===== src/sv/tdp_pkg.sv =====
`timescale 1ns / 1ps

package tdp_pkg;

    // Default width of the tested value
    localparam int VALUE_BITS_DEFAULT = 31;

    // Smallest prime; values below it are not prime
    localparam int SMALLEST_PRIME = 2;

    // First odd trial divisor
    localparam int FIRST_ODD_DIVISOR = 3;

    // Status returned by the shared remainder unit
    typedef struct packed {
        logic done;      // one-cycle pulse when the remainder is final
        logic rem_zero;  // remainder is zero (valid with done)
    } tdp_div_status_t;

endpackage


===== src/sv/tdp_value_if.sv =====
`timescale 1ns / 1ps

interface tdp_value_if #(
    parameter int VALUE_BITS = tdp_pkg::VALUE_BITS_DEFAULT
);
    logic                  valid;
    logic                  ready;
    logic [VALUE_BITS-1:0] value;

    modport source (output valid, output value, input ready);
    modport sink   (input valid, input value, output ready);
endinterface


===== src/sv/tdp_result_if.sv =====
`timescale 1ns / 1ps

interface tdp_result_if;
    logic valid;
    logic ready;
    logic is_prime;

    modport source (output valid, output is_prime, input ready);
    modport sink   (input valid, input is_prime, output ready);
endinterface


===== src/sv/tdp_divider.sv =====
`timescale 1ns / 1ps

// Radix-2 restoring remainder unit: one dividend bit per cycle.
module tdp_divider #(
    parameter int VALUE_BITS = tdp_pkg::VALUE_BITS_DEFAULT,
    parameter int DIV_BITS   = (VALUE_BITS + 1) / 2 + 1
) (
    input  logic                          clk,
    input  logic                          rst_n,
    input  logic                          start,
    input  logic [VALUE_BITS-1:0]         dividend,
    input  logic [DIV_BITS-1:0]           divisor,
    output tdp_pkg::tdp_div_status_t      status
);
    import tdp_pkg::*;

    localparam int CNT_BITS = $clog2(VALUE_BITS + 1);

    logic                  busy_reg;
    logic                  done_reg;
    logic [CNT_BITS-1:0]   count_reg;
    logic [VALUE_BITS-1:0] dividend_reg;
    logic [DIV_BITS-1:0]   divisor_reg;
    logic [DIV_BITS-1:0]   rem_reg;
    logic [DIV_BITS-1:0]   rem_next;
    logic [DIV_BITS:0]     trial;

    // Shift the next dividend bit in and subtract when it fits
    always_comb
    begin
        trial = {rem_reg, dividend_reg[VALUE_BITS-1]};
        if (trial >= {1'b0, divisor_reg})
        begin
            rem_next = DIV_BITS'(trial - {1'b0, divisor_reg});
        end
        else
        begin
            rem_next = trial[DIV_BITS-1:0];
        end
    end

    // Control: count down one bit a cycle, pulse done at the end
    always_ff @(posedge clk or negedge rst_n)
    begin
        if (!rst_n)
        begin
            busy_reg  <= 1'b0;
            done_reg  <= 1'b0;
            count_reg <= '0;
        end
        else
        begin
            done_reg <= 1'b0;
            if (start)
            begin
                busy_reg  <= 1'b1;
                count_reg <= CNT_BITS'(VALUE_BITS);
            end
            else if (busy_reg)
            begin
                count_reg <= count_reg - CNT_BITS'(1);
                if (count_reg == CNT_BITS'(1))
                begin
                    busy_reg <= 1'b0;
                    done_reg <= 1'b1;
                end
            end
        end
    end

    // Datapath: operands and partial remainder
    always_ff @(posedge clk)
    begin
        if (start)
        begin
            dividend_reg <= dividend;
            divisor_reg  <= divisor;
            rem_reg      <= '0;
        end
        else if (busy_reg)
        begin
            dividend_reg <= {dividend_reg[VALUE_BITS-2:0], 1'b0};
            rem_reg      <= rem_next;
        end
    end

    assign status.done     = done_reg;
    assign status.rem_zero = (rem_reg == '0);

endmodule


===== src/sv/trial_division_prime_test_core.sv =====
`timescale 1ns / 1ps

// Channel   Interface       Dir  Payload
// request   tdp_value_if    in   value    [VALUE_BITS-1:0], unsigned
// result    tdp_result_if   out  is_prime [0:0]
//
// One item at a time. Values below four and even values are settled
// without a division, and so are odd values below nine. Other odd
// values try every odd divisor d with d*d <= value, each on the shared
// radix-2 remainder unit.
// Reset clears the sequencer and the output valid flag; no clearing pass.
// A stalled result is held in the output register; the next item is taken
// meanwhile and waits for the slot before its result is loaded.
module trial_division_prime_test_core #(
    parameter int VALUE_BITS = tdp_pkg::VALUE_BITS_DEFAULT
) (
    input logic         clk,
    input logic         rst_n,
    tdp_value_if.sink   request,
    tdp_result_if.source result
);
    import tdp_pkg::*;

    localparam int DIV_BITS = (VALUE_BITS + 1) / 2 + 1;
    localparam int SQ_BITS  = VALUE_BITS + 1;

    typedef enum logic [1:0] {
        ST_IDLE,
        ST_CHECK,
        ST_DIVIDE,
        ST_RESULT
    } state_t;

    state_t                state_reg, state_next;
    logic [VALUE_BITS-1:0] value_reg, value_next;
    logic [DIV_BITS-1:0]   d_reg, d_next;
    logic [SQ_BITS-1:0]    sq_reg, sq_next;
    logic                  pend_reg, pend_next;
    logic                  start_reg, start_next;
    logic                  out_valid_reg, out_valid_next;
    logic                  out_prime_reg, out_prime_next;
    tdp_div_status_t       div_status;

    tdp_divider #(
        .VALUE_BITS (VALUE_BITS),
        .DIV_BITS   (DIV_BITS)
    ) u_divider (
        .clk      (clk),
        .rst_n    (rst_n),
        .start    (start_reg),
        .dividend (value_reg),
        .divisor  (d_reg),
        .status   (div_status)
    );

    // Sequencer: screen small and even values, then step odd divisors
    always_comb
    begin
        state_next     = state_reg;
        value_next     = value_reg;
        d_next         = d_reg;
        sq_next        = sq_reg;
        pend_next      = pend_reg;
        start_next     = 1'b0;
        out_valid_next = out_valid_reg;
        out_prime_next = out_prime_reg;

        // Drop the result once taken
        if (out_valid_reg && result.ready)
        begin
            out_valid_next = 1'b0;
        end

        case (state_reg)
            ST_IDLE:
            begin
                if (request.valid)
                begin
                    value_next = request.value;
                    d_next     = DIV_BITS'(FIRST_ODD_DIVISOR);
                    sq_next    = SQ_BITS'(FIRST_ODD_DIVISOR * FIRST_ODD_DIVISOR);
                    if (request.value < VALUE_BITS'(SMALLEST_PRIME))
                    begin
                        pend_next  = 1'b0;
                        state_next = ST_RESULT;
                    end
                    else if (request.value < VALUE_BITS'(2 * SMALLEST_PRIME))
                    begin
                        pend_next  = 1'b1;
                        state_next = ST_RESULT;
                    end
                    else if (!request.value[0])
                    begin
                        pend_next  = 1'b0;
                        state_next = ST_RESULT;
                    end
                    else
                    begin
                        state_next = ST_CHECK;
                    end
                end
            end
            ST_CHECK:
            begin
                // Stop once d*d exceeds the value
                if (sq_reg > {1'b0, value_reg})
                begin
                    pend_next  = 1'b1;
                    state_next = ST_RESULT;
                end
                else
                begin
                    start_next = 1'b1;
                    state_next = ST_DIVIDE;
                end
            end
            ST_DIVIDE:
            begin
                if (div_status.done)
                begin
                    if (div_status.rem_zero)
                    begin
                        pend_next  = 1'b0;
                        state_next = ST_RESULT;
                    end
                    else
                    begin
                        // Advance to d+2: (d+2)^2 = d^2 + 4d + 4
                        d_next     = d_reg + DIV_BITS'(2);
                        sq_next    = sq_reg + SQ_BITS'({d_reg, 2'b00}) + SQ_BITS'(4);
                        state_next = ST_CHECK;
                    end
                end
            end
            ST_RESULT:
            begin
                // Load the output register once it is free
                if (!out_valid_reg || result.ready)
                begin
                    out_valid_next = 1'b1;
                    out_prime_next = pend_reg;
                    state_next     = ST_IDLE;
                end
            end
            default:
            begin
                state_next = ST_IDLE;
            end
        endcase
    end

    // Hold state and registered outputs
    always_ff @(posedge clk or negedge rst_n)
    begin
        if (!rst_n)
        begin
            state_reg     <= ST_IDLE;
            start_reg     <= 1'b0;
            out_valid_reg <= 1'b0;
        end
        else
        begin
            state_reg     <= state_next;
            start_reg     <= start_next;
            out_valid_reg <= out_valid_next;
        end
    end

    always_ff @(posedge clk)
    begin
        value_reg     <= value_next;
        d_reg         <= d_next;
        sq_reg        <= sq_next;
        pend_reg      <= pend_next;
        out_prime_reg <= out_prime_next;
    end

    assign request.ready   = (state_reg == ST_IDLE);
    assign result.valid    = out_valid_reg;
    assign result.is_prime = out_prime_reg;

endmodule


===== src/flat_wrapper.sv =====
// flat-port wrapper written by rule: the top's interface ports become plain ports
module trial_division_prime_test_core_flat import tdp_pkg::*;
#(
    parameter int VALUE_BITS = tdp_pkg::VALUE_BITS_DEFAULT
)
  (clk, rst_n, request_valid, request_value, request_ready, result_valid, result_is_prime, result_ready);
  tdp_value_if #(.VALUE_BITS(VALUE_BITS)) request_i ();
  tdp_result_if result_i ();
  input logic clk;
  input logic rst_n;
  input wire logic [$bits(request_i.valid)-1:0] request_valid;
  input wire logic [$bits(request_i.value)-1:0] request_value;
  output wire logic [$bits(request_i.ready)-1:0] request_ready;
  output wire logic [$bits(result_i.valid)-1:0] result_valid;
  output wire logic [$bits(result_i.is_prime)-1:0] result_is_prime;
  input wire logic [$bits(result_i.ready)-1:0] result_ready;
  assign request_i.valid = request_valid;
  assign request_i.value = request_value;
  assign request_ready = request_i.ready;
  assign result_valid = result_i.valid;
  assign result_is_prime = result_i.is_prime;
  assign result_i.ready = result_ready;
  trial_division_prime_test_core #(.VALUE_BITS(VALUE_BITS)) u_core (.clk(clk), .rst_n(rst_n), .request(request_i), .result(result_i));
endmodule

===== config.mk =====
export PLATFORM = sky130hd
export DESIGN_NAME = trial_division_prime_test_core_flat
export DESIGN_NICKNAME = d
export VERILOG_FILES = /design/src/sv/tdp_pkg.sv /design/src/sv/tdp_value_if.sv /design/src/sv/tdp_result_if.sv /design/src/sv/tdp_divider.sv /design/src/sv/trial_division_prime_test_core.sv /design/src/flat_wrapper.sv
export SDC_FILE = /design/constraint.sdc
export NUM_CORES = 1
export LEC_CHECK = 0
export BUFFER_PORTS_ARGS = -buffer_cell sky130_fd_sc_hd__buf_4
export CORE_MARGIN = 2
export CORE_UTILIZATION = 35
export DETAILED_ROUTE_END_ITERATION = 16
export PLACE_DENSITY = 0.51
export REMOVE_ABC_BUFFERS = 1
export SYNTH_ARGS = -nofsm -noshare
export SYNTH_HDL_FRONTEND = slang
export SYNTH_SLANG_ARGS = --single-unit

===== constraint.sdc =====
create_clock -name clk -period 14.4 [get_ports clk]
set_input_delay 0.72 -clock clk [delete_from_list [all_inputs] [get_ports clk]]
set_output_delay 0.72 -clock clk [all_outputs]
set_load 0.05 [all_outputs]

==> impl_metrics.csv <==
group,metric,value,unit
outcome,outcome,"complete, no violations",
drt,drt_first_pass_iters,4,
floorplanning,core,0.0252,mm2
worst_setup_path,crit_chain,"inv_1 > fa_1 > and2b_4 > o2111ai_2 > a311oi_2 > nor4_2 > nor2_2 > o311ai_1 > a311oi_1",
floorplanning,die_w,164,um
layout,regArea,0.00437,mm2
logic_synthesis,synth_flop_cell,"edfxtp_1",
power_and_ir_drop,ir_drop,0.000138,V
clock_tree,clockBufferDepth,2,
drt,viasPerCell,5.12,
drt,vias,6157,
layout,fillers,2431,
logic_synthesis,synth_common_cells,"edfxtp_1, ha_1, nor2_1",
logic_synthesis,yosysTopAreaCellShare,41.7,%
floorplanning,fp.dieH,164,um
power_and_ir_drop,p_leak,4.03,nW
logic_synthesis,synth_cells,822,
logic_synthesis,synth_edf_count,125,
worst_setup_path,worstSetupEndpointType,"register",
drt,wirelength,19400,um
sta,tns,0,ns
clock_tree,cts_buffers,17,
layout,area_growth,13.6,%
logic_synthesis,synth_area_leaders,"edfxtp_1, ha_1, dfxtp_1",
sta,hold_violations,0,
min_path,hold_class,"input pin to asynchronous set/reset pin",
power_and_ir_drop,power_density,273,mW/mm2
job,cap_violations,0,
global_route,grt_use_total,14.9,%
layout,antenna_cells,0,
sta,rsz0062_at_grt,"no",
logic_synthesis,synth_seq_area_share,48.5,%
clock_tree,ctsHoldBuffers,0,
placed_design,dp.cells,1171,
placed_design,gp_congestion,0.828,
floorplanning,ios,38,
global_route,grt_first_pass_wirelength,31300,um
sta,layout_min_cycle_time,3.39,ns
global_route,grt_max_degree,48,
worst_setup_path,crit_required,14.74,ns
sta,slew_viol_final,0,
drt,wl_per_cell,16.1,um
drt,antenna_left,0,
floorplanning,start_util,35.7,%
global_route,grt.overflow.total,0,
logic_synthesis,ys_warn_count,0,
global_route,grt_pass1_vias,6080,
logic_synthesis,yosys.area.top_type,"edfxtp_1",
placed_design,dp_hpwl,13900,um
sta,fin_crit_sh,23.6,%
logic_synthesis,synth.most_common_cell,"edfxtp_1",
layout,final_nets,981,
clock_tree,cts_num_sinks,153,
floorplanning,core.rowCount,58,
sta,setup_viol,0,
clock_tree,htree_levels,4,
worst_setup_path,cp-start-kind,"register",
clock_tree,post_cts_resize_count,0,
worst_setup_path,path_class,"register to register",
sta,timing.fmax,0.295,GHz
layout,drive_above_1_share,13.9,%
global_route,antenna_found_initial,0,
logic_synthesis,syn-mean-instance-area,11.0,um2
clock_tree,postCtsSetupBuffers,0,
worst_setup_path,arrival,3.73,ns
sta,worstMarginPinSlew,1.12,ns
clock_tree,cts_root_buf,"clkbuf_16",
worst_setup_path,crit_fanout,21,
drt,post-route-drc-count,0,
clock_tree,cts_tree,"done",
clock_tree,clkSlewWorstSetupHoldPaths,0.07,ns
layout,layoutNonFillerInstCount,1203,
logic_synthesis,syn_area,0.00900,mm2
worst_setup_path,slowest_stage,"nor2_2",
clock_tree,clk_latency,0.43,ns
logic_synthesis,ys_ff_latch,153,
floorplanning,dieArea,0.0270,mm2
layout,multi_input_area,0.00431,mm2
drt,first_iter_violations,323,
sta,clock_skew,0.0134,ns
placed_design,portBuffers,37,
worst_setup_path,critPathMaxStageDelay,0.89,ns
sta,max_slew_margin,25.0,%
logic_synthesis,synth.distinct_cells,66,
logic_synthesis,ys_async_sr_fraction,7.19,%
[metrics by stage]
stage | util [%] | setup WS (ns) | power (mW) | area, um2 | hold slack (ns)
floorplan | - | 8.96 | 2.00 | 8900 | 0.400
global placement | 38.3 | 11.13 | 2.35 | 9640 | 0.435
detailed placement | 38.3 | 11.06 | 2.36 | 9640 | 0.428
CTS | 40.6 | 11.04 | 2.82 | 10200 | 0.109
global route | 40.6 | 10.73 | 3.04 | 10200 | 0.107
finish | 40.6 | 11.01 | 2.79 | 10200 | 0.122
[path summary, 6_finish.rpt]
path,from,to,slack (ns),depth (start not counted)
setup reg to reg,u_core.u_divider.dividend_reg[30]$_DFFE_PP_,u_core.u_divider.rem_reg[9]$_SDFFE_PP0P_,11.01,9
hold / removal,rst_n,u_core.u_divider.count_reg[4]$_DFFE_PN0P_,0.12,1
hold reg to reg,u_core.pend_reg$_DFFE_PP_,u_core.result.is_prime$_DFFE_PP_,0.44,0
max in group asynchronous,rst_n,u_core.start_reg$_DFF_PN0_,14.12,1
min in group clk,u_core.pend_reg$_DFFE_PP_,u_core.result.is_prime$_DFFE_PP_,0.44,0
setup / recovery,u_core.u_divider.dividend_reg[30]$_DFFE_PP_,u_core.u_divider.rem_reg[9]$_SDFFE_PP0P_,11.01,9
[per-layer routing]
layer / GRT usage (%) / vias up / wire (um)
met5: 0 / - / 0
met4: 3.67 / 0 / 200
met3: 3.03 / 13 / 525
met2: 24.6 / 58 / 8970
met1: 20.1 / 2971 / 9660
li1: - / 3115 / -
[layout by cell type (no fill, tap or decap), types with 10 or more instances in the layout]
master	instances
a211oi_1	16
a21oi_1	37
and2_1	10
and3_1	11
buf_4	42
clkbuf_16	17
dfrtp_1	10
dfxtp_1	17
edfxtp_1	125
ha_1	84
inv_1	62
mux2_2	30
mux2i_1	11
nand2_1	44
nand3_1	31
nand4_1	12
nor2_1	73
nor3_1	12
nor4_1	10
o21ai_0	30
or3_1	10
xnor2_1	28
xor2_1	24
[critical path: cells and delay by family (launching register included)]
kind | cells | cell delay (ns)
adder cells (fa/ha/maj) | 1 | 0.46
AND/OR/NAND/NOR | 3 | 1.31
flip-flops | 1 | 0.39
buffers and inverters | 1 | 0.09
AO/OA/AOI/OAI | 4 | 1.06
[area by class of cell]
cell class,instances,share of cell area (%)
Clock inverter,14,1.49
Timing Repair Buffer,42,3.08
Clock buffer,18,4.20
Multi-Input combinational cell,584,42.2
Tap cell,330,4.04
Inverter,62,2.28
Sequential cell,153,42.7
[report_power, final]
part / leakage (nW) / switching, mW / internal (mW) / total (mW)
clock: 0.284 / 0.203 / 0.246 / 0.449
sequential: 1.49 / 0.161 / 0.753 / 0.914
combinational: 2.26 / 0.811 / 0.620 / 1.43
total: 4.03 / 1.17 / 1.62 / 2.79
[logic make-up after synthesis]
family / Yosys count / share of synthesized area (%)
and+or+nand+nor: 254 / 14.4
xor gates and xnor gates: 52 / 5.06
buffers and inverters: 85 / 3.70
AOI/OAI and AO/OA: 151 / 11.2
DFF: 153 / 48.5
adders and majority gates: 86 / 12.1
muxes: 41 / 4.98
Power figures use the tool's default switching activity.
